==> src/rtl/multi_antenna_complex_fir_channel_defines.svh <==
// ----------------------------------------------------------------------------
// multi_antenna_complex_fir_channel_defines
// assertion macros for the multi-antenna complex fir channel
// ----------------------------------------------------------------------------
`ifndef MULTI_ANTENNA_COMPLEX_FIR_CHANNEL_DEFINES_SVH
`define MULTI_ANTENNA_COMPLEX_FIR_CHANNEL_DEFINES_SVH

`ifndef SYNTHESIS
// same-cycle implication, checked on clk with async reset masked
`define MAFC_ASSERT_SAME(lbl, ante, cons, msg) \
	lbl: assert property (@(posedge clk) disable iff (!arst_n) (ante) |-> (cons)) \
		else $error(msg);
// next-cycle implication
`define MAFC_ASSERT_NEXT(lbl, ante, cons, msg) \
	lbl: assert property (@(posedge clk) disable iff (!arst_n) (ante) |=> (cons)) \
		else $error(msg);
`else
`define MAFC_ASSERT_SAME(lbl, ante, cons, msg)
`define MAFC_ASSERT_NEXT(lbl, ante, cons, msg)
`endif

`endif

==> src/rtl/mafc_pkg.sv <==
// ----------------------------------------------------------------------------
// mafc_pkg
// shared types and codes of the multi-antenna complex fir channel
// ----------------------------------------------------------------------------
package mafc_pkg;

	// opcodes of an input item
	localparam logic [1:0] OP_SAMPLE  = 2'd0;
	localparam logic [1:0] OP_TAP     = 2'd1;
	localparam logic [1:0] OP_RESTART = 2'd2;

	// configuration register indexes
	localparam logic [1:0] CFG_NUM_TX    = 2'd0;
	localparam logic [1:0] CFG_NUM_TAPS  = 2'd1;
	localparam logic [1:0] CFG_NOISE_ENA = 2'd2;

	typedef struct packed {
		logic [1:0]         opcode;
		logic [1:0]         tx_antenna;
		logic [4:0]         tap_index;
		logic signed [15:0] value_re;
		logic signed [15:0] value_im;
		logic signed [15:0] noise_re;
		logic signed [15:0] noise_im;
	} item_t;

	typedef struct packed {
		logic signed [15:0] rx_re;
		logic signed [15:0] rx_im;
		logic               clipped;
	} result_t;

	// controller to datapath
	typedef struct packed {
		logic start;
		logic issue;
		logic emit;
	} ctrl_cmd_t;

	// datapath to controller
	typedef struct packed {
		logic mac_go;
		logic last_issue;
		logic pipe_busy;
		logic out_free;
	} dp_stat_t;

endpackage

==> src/rtl/mafc_ctrl.sv <==
// ----------------------------------------------------------------------------
// mafc_ctrl
// sequencer for one time step: accept, run the mac sweep, drain, emit
// ----------------------------------------------------------------------------
module mafc_ctrl (
	input  logic                 clk,
	input  logic                 arst_n,
	input  logic                 item_valid,
	output logic                 item_ready,
	input  mafc_pkg::dp_stat_t   stat,
	output mafc_pkg::ctrl_cmd_t  cmd
);
	import mafc_pkg::*;

	localparam logic [1:0] ST_IDLE  = 2'd0;
	localparam logic [1:0] ST_RUN   = 2'd1;
	localparam logic [1:0] ST_DRAIN = 2'd2;
	localparam logic [1:0] ST_FIN   = 2'd3;

	logic [1:0] state_q;
	logic [1:0] state_d;

	assign item_ready = (state_q == ST_IDLE);

	always_comb begin
		state_d   = state_q;
		cmd.start = 1'b0;
		cmd.issue = 1'b0;
		cmd.emit  = 1'b0;
		case (state_q)
			ST_IDLE: begin
				if (item_valid && stat.mac_go) begin
					cmd.start = 1'b1;
					state_d   = ST_RUN;
				end
			end
			ST_RUN: begin
				cmd.issue = 1'b1;
				if (stat.last_issue) begin
					state_d = ST_DRAIN;
				end
			end
			ST_DRAIN: begin
				if (!stat.pipe_busy) begin
					state_d = ST_FIN;
				end
			end
			ST_FIN: begin
				if (stat.out_free) begin
					cmd.emit = 1'b1;
					state_d  = ST_IDLE;
				end
			end
			default: begin
				state_d = ST_IDLE;
			end
		endcase
	end

	always_ff @(posedge clk or negedge arst_n) begin
		if (!arst_n) begin
			state_q <= ST_IDLE;
		end else begin
			state_q <= state_d;
		end
	end

endmodule

==> config.mk <==
export PLATFORM = sky130hd
export DESIGN_NAME = mafc_ctrl
export DESIGN_NICKNAME = d
export VERILOG_FILES = /design/src/rtl/multi_antenna_complex_fir_channel_defines.svh /design/src/rtl/mafc_pkg.sv /design/src/rtl/mafc_ctrl.sv
export SDC_FILE = /design/constraint.sdc
export NUM_CORES = 1
export LEC_CHECK = 0
export BUFFER_PORTS_ARGS = -buffer_cell sky130_fd_sc_hd__buf_2
export CAP_MARGIN = 25
export CORE_AREA = 2 2 39 41
export DETAILED_ROUTE_END_ITERATION = 10
export DIE_AREA = 0 0 41 43
export GPL_TIMING_DRIVEN = 1
export HOLD_SLACK_MARGIN = 0.1
export SYNTH_ARGS = -nofsm -noshare
export SYNTH_HDL_FRONTEND = slang
export SYNTH_SLANG_ARGS = --single-unit
==> constraint.sdc <==
create_clock -name clk -period 4.6 [get_ports clk]
set_input_delay 0 -clock clk [delete_from_list [all_inputs] [get_ports clk]]
set_output_delay 0 -clock clk [all_outputs]
set_load 0.005 [all_outputs]
==> results.tsv, run 1 <==
metric	value	unit
status	finished, final reports clean	
wl_per_cell	8.42	µm
multiInputGateArea	168	µm²
tightest_slew	0.303	ns
globalRoute.totalOverflow	0	
die_h	43	µm
yosys.area.top_type_share	27.8	%
fmax	594	MHz
cts_tree	done	
drc_errors	0	
rows	14	
seqCellArea	50.0	µm²
synth-adder-area-share	27.8	%
yosysUniqueCellTypes	12	
ant_nets	0	
yosysTopAreaCell	ha_1	
clk_latency	0.22	ns
grt_pass1_vias	176	
numPortBuffers	10	
root_buffer	clkbuf_4	
io_pins	11	
path_class	reg2reg	
syn_nets	31	
synth-seq-cells	2	
die_w	41	µm
path_clk_slew	0.03	ns
drive_gt1_share	50.0	%
start_kind	flop	
final_util	24.4	%
maxCapViolations	0	
gp_congestion	0.618	
netlist_instances	19	
tns	0	ns
vias_per_cell	3.74	
syn-cell-area	225	µm²
powerDensity	604	mW/mm²
synth_top_family_by_area	adder cells	
synthSimpleGateAreaFrac	15.6	%
start_util	16.3	%
slew-limit-headroom	79.8	%
critPathCaptureType	flop	
wirelength	421	µm
diodes	0	
cp.required	4.70	ns
cts.htree.levels	1	
hold_viol_final	0	
setup_viol	0	
area_growth	50.0	%
clockBufferDepth	2	
reg_top3	state_q: 2 flops	
cts_setup_buffers	0	
maxSlewViolCount	0	
rsz0062_at_grt	false	
synth_mux_area_share	6.67	%
antenna_found_initial	0	
fin_area	338	µm²
power	204	µW
firstDrtPassIters	2	
synth.avg_cell_area	11.9	µm²
die-area	0.00176	mm²
synthTopCellsByArea	ha_1, dfrtp_1, a2111oi_4	
synth_compound_gate_area_share	24.4	%
clock_sinks	2	
fillers	158	
cts-buffers-inserted	3	
max_flop_register	state_q	
post-route-period-util	36.6	%
power_leakage	0.177	nW
path_max_fanout	4	
hold_class	in2reg	
drt_iter0_markers	2	
num_vias	187	
grtUsageTotal	6.43	%
critPathArrivalTime	1.79	ns
ys_seq_area_share	22.2	%
cts-resized-gates	0	
synth-xor-area-share	0	%
vdd.ir_drop.worst	171	µV
largest_register_ffs	2	
core_area	0.00138	mm²
min_period	1.68	ns
place_area	295	µm²
ctsHoldBuffers	2	
clock_skew	0.00146	ns
grt_max_degree	5	
grt_first_pass_wirelength	669	µm
ys_warn_count	0	
final_nets	48	
power by group:
part | internal (mW) | leakage (nW) | switching [mW] | total (mW)
Combinational | 0.0746 | 0.140 | 0.0536 | 0.128
Clock | 0.0288 | 0.0138 | 0.00961 | 0.0384
Sequential | 0.0281 | 0.0233 | 0.00956 | 0.0377
Total | 0.131 | 0.177 | 0.0728 | 0.204
metal layers:
metal / track usage [%] / up-vias / wire length, µm
met4: 6.00 / 0 / 0
met5: 0 / - / 0
met3: 4.71 / 0 / 34
li1: - / 96 / -
met1: 5.16 / 85 / 143
met2: 9.38 / 6 / 242
cells in the final DEF, fill, tap and decap left out:
master         Yosys  routed
a2111oi_4          1       1
a21boi_4           1       1
a2bb2oi_1          1       1
and2_1             1       1
and3_2             1       1
buf_2              0      10
clkbuf_4           0       3
dfrtp_1            2       2
dlygate4sd3_1      0       2
ha_1               5       5
inv_1              2       2
mux2_4             1       1
nor2_1             1       1
nor2b_1            2       2
nor3_1             1       1
Yosys cell counts:
master,number
a2111oi_4,1
a21boi_4,1
a2bb2oi_1,1
and2_1,1
and3_2,1
dfrtp_1,2
ha_1,5
inv_1,2
mux2_4,1
nor2_1,1
nor2b_1,2
nor3_1,1
final timing paths:
| path | depth (start not counted) | endpoint | from | slack [ns] |
|---|---|---|---|---|
| max in group asynchronous | 3 | state_q[0] | arst_n | 3.85 |
| setup / recovery | 5 | state_q[1] | state_q[0] | 2.92 |
| hold / removal | 3 | state_q[0] | stat[1] | 0.14 |
| setup reg to reg | 5 | state_q[1] | state_q[0] | 2.92 |
| hold reg to reg | 1 | state_q[1] | state_q[1] | 0.57 |
| min in group asynchronous | 3 | state_q[1] | arst_n | 0.63 |
per-stage QoR:
step / hold WS (ns) / cells / worst slack, ns
global placement: -0.213 / 45 / 2.94
floorplan: -0.296 / 19 / 2.99
detailed placement: -0.213 / 45 / 2.91
global route: 0.131 / 50 / 2.84
CTS: 0.131 / 50 / 2.90
finish: 0.137 / 50 / 2.92
logic make-up (layout without fill, tap and decap cells):
group,after synthesis,in the layout
DFF,2,2
and+or+nand+nor,6,6
adders and majority gates,5,5
muxes,1,1
buffers and inverters,2,17
AOI/OAI and AO/OA,3,3
area by class of cell:
cell class	instances	share of cell area, %
inverter	2	2.22
sequential	2	14.8
clock buffer	3	6.67
multi-input combinational	15	49.6
tap	16	5.93
timing repair buffer	12	20.7
critical path, cell delays in order (launching register included):
cell       delay (ns)
dfrtp_1          0.39
inv_1            0.09
ha_1             0.23
a21boi_4         0.16
a2111oi_4        0.36
mux2_4           0.33
(Power assumes the default switching activity.)
==> run 2: changes to the inputs <==
- ABC_AREA: default -> 1
- clock period: 4.6 -> 1.5 ns (I/O delays scaled with it)
==> run 2 against run 1 <==
Clock skew rose by 0.0013 ns. Critical path depth unchanged. First-iteration DRC count rose to 2.5 times the previous value. Highest routed layer unchanged. Sequential share of layout area rose by 0.17 points.
==> results.tsv, run 2 <==
metric	value	unit
status	finished, final reports clean	
fin_area	334	µm²
grt_pass1_vias	196	
root_buffer	clkbuf_4	
synthTopCellsByArea	ha_1, dfrtp_1, nand2_1	
layout_common_cells	nand2_1, buf_2, inv_1	
wl_per_cell	6.89	µm
maxSlewViolCount	0	
firstDrtPassIters	4	
drc_errors	0	
internal_power	324	µW
critPathArrivalTime	1.18	ns
r2r-end	state_q[1]	
wirelength	420	µm
power_leakage	0.212	nW
start_kind	flop	
yosysUniqueCellTypes	9	
tightest_slew	0.135	ns
netlist_instances	30	
stdcell_count	61	
syn-cell-area	221	µm²
globalRoute.totalOverflow	0	
final_nets	59	
setup_viol	0	
post-route-period-util	78.5	%
p_clk_share	21.5	%
path_class	reg2out	
io_pins	11	
dp_cells	56	
clk_latency	0.23	ns
grtUsageTotal	6.22	%
reg2reg_depth	6	
min_period	1.18	ns
clock_sinks	2	
switching_share	42.9	%
cts.htree.levels	1	
synth_most_common_cell	nand2_1	
clockBufferDepth	2	
ant_nets	0	
place_area	292	µm²
rows	14	
grt_use_met2	7.81	%
maxCapViolations	0	
tns	0	ns
critPathCaptureType	primary output	
drt_iter0_markers	5	
diodes	0	
area_growth	50.8	%
syn_nets	42	
multiInputGateArea	149	µm²
ys_warn_count	0	
final_util	24.1	%
start_util	16.0	%
max_flop_register	state_q	
hold-path-endpoint	state_q[0]	
core_area	0.00138	mm²
fmax	849	MHz
synth_common_cells	nand2_1, inv_1, ha_1	
die_w	41	µm
vias_per_cell	3.38	
path_max_fanout	4	
cp.required	1.50	ns
reg_top3	state_q: 2 flops	
hpwl	332	µm
hold_class	in2reg	
yosys.area.top_type_share	28.2	%
r2r-start	state_q[0]	
cts-buffers-inserted	3	
slew-limit-headroom	91.0	%
gp_congestion	0.689	
reg2reg_slack	0.35	ns
seq_power_share	18.8	%
cts-resized-gates	0	
power_frac_comb	59.6	%
synth_edf_count	0	
die_h	43	µm
synthFlopType	dfrtp_1	
antenna_found_initial	0	
clock_skew	0.00275	ns
num_vias	206	
grt_max_degree	5	
grt_busiest_layer	met4	
hold_viol_final	0	
cts_tree	done	
hold_path.startpoint	stat[1]	
largest_register_ffs	2	
seqCellArea	50.0	µm²
synth.avg_cell_area	7.38	µm²
rsz0062_at_grt	false	
path_clk_slew	0.03	ns
fillers	155	
yosysTopAreaCell	ha_1	
grt_first_pass_wirelength	655	µm
holdPathStages	5	
powerDensity	1700	mW/mm²
p_sw	243	µW
ys_seq_area_share	22.6	%
numPortBuffers	10	
use_met3	3.14	%
die-area	0.00176	mm²
met1_usage	6.11	%
vdd.ir_drop.worst	470	µV
async_flop_share	100	%
drive_gt1_share	35.6	%
synth-seq-cells	2	
## run 2: cell types whose count changed after synthesis, moves of 2 or more
cell,before,now
o21bai_1,0,2
nand2_2,0,2
nand2_1,0,10
inv_1,2,6
nor2b_1,2,0
## run 2: power groups by stage
stage / Clock [mW] / Combinational, mW / Sequential (mW)
5_1_grt: 0.128 / 0.392 / 0.113
3_3_place_gp: 0 / 0.336 / 0.106
4_1_cts: 0.130 / 0.344 / 0.107
6_report: 0.122 / 0.338 / 0.107
3_5_place_dp: 0 / 0.340 / 0.108
2_1_floorplan: 0 / 0.258 / 0.103
## run 2: repair_timing
action | 4_1_cts | 5_1_grt
buffers inserted | 0 | 0
hold buffers | 2 | 0
endpoints found under the hold margin | 2 | 0
## run 2: per-stage QoR
stage / hold WS, ns / setup slack, ns / total power [mW]
final: 0.175 / 0.323 / 0.567
after global routing: 0.208 / 0.183 / 0.633
after CTS: 0.168 / 0.305 / 0.582
after detailed placement: -0.210 / 0.347 / 0.448
after global placement: -0.210 / 0.346 / 0.442
after floorplan: -0.296 / 0.408 / 0.360
## run 2: worst max path at each step
stage	from	to	slack, ns	cells after the start
finish	state_q[0]	cmd[2]	0.32	5
floorplan	state_q[0]	state_q[0]	0.41	6
detailed placement	state_q[0]	state_q[1]	0.35	6
global route	state_q[1]	cmd[2]	0.18	5
CTS	state_q[0]	cmd[2]	0.31	5
global placement	state_q[1]	state_q[0]	0.35	6
## run 2: area by class of cell
type	count	area share, %
clock buffer	3	6.74
timing repair buffer	12	21.0
tap	16	5.99
sequential	2	15.0
multi-input combinational	22	44.6
inverter	6	6.74
## run 2: kinds of logic after synthesis
kind of cell / after synthesis / share of synthesized area [%]
compound gates: 2 / 6.78
fa+ha+maj: 5 / 28.2
buf+inv: 6 / 10.2
flops: 2 / 22.6
simple gates: 15 / 32.2
## run 2: metal layers
| metal | part of all wire [%] | vias up |
|---|---|---|
| met4 | 0 | 0 |
| met1 | 45 | 78 |
| met3 | 13 | 0 |
| met2 | 42 | 10 |
| met5 | 0 | - |
| li1 | - | 118 |
## run 2: critical path: stages (launching register included)
cell and delay [ns]:
dfrtp_1 0.39, inv_1 0.13, ha_1 0.20, inv_1 0.04, nor2_1 0.08, buf_2 0.11
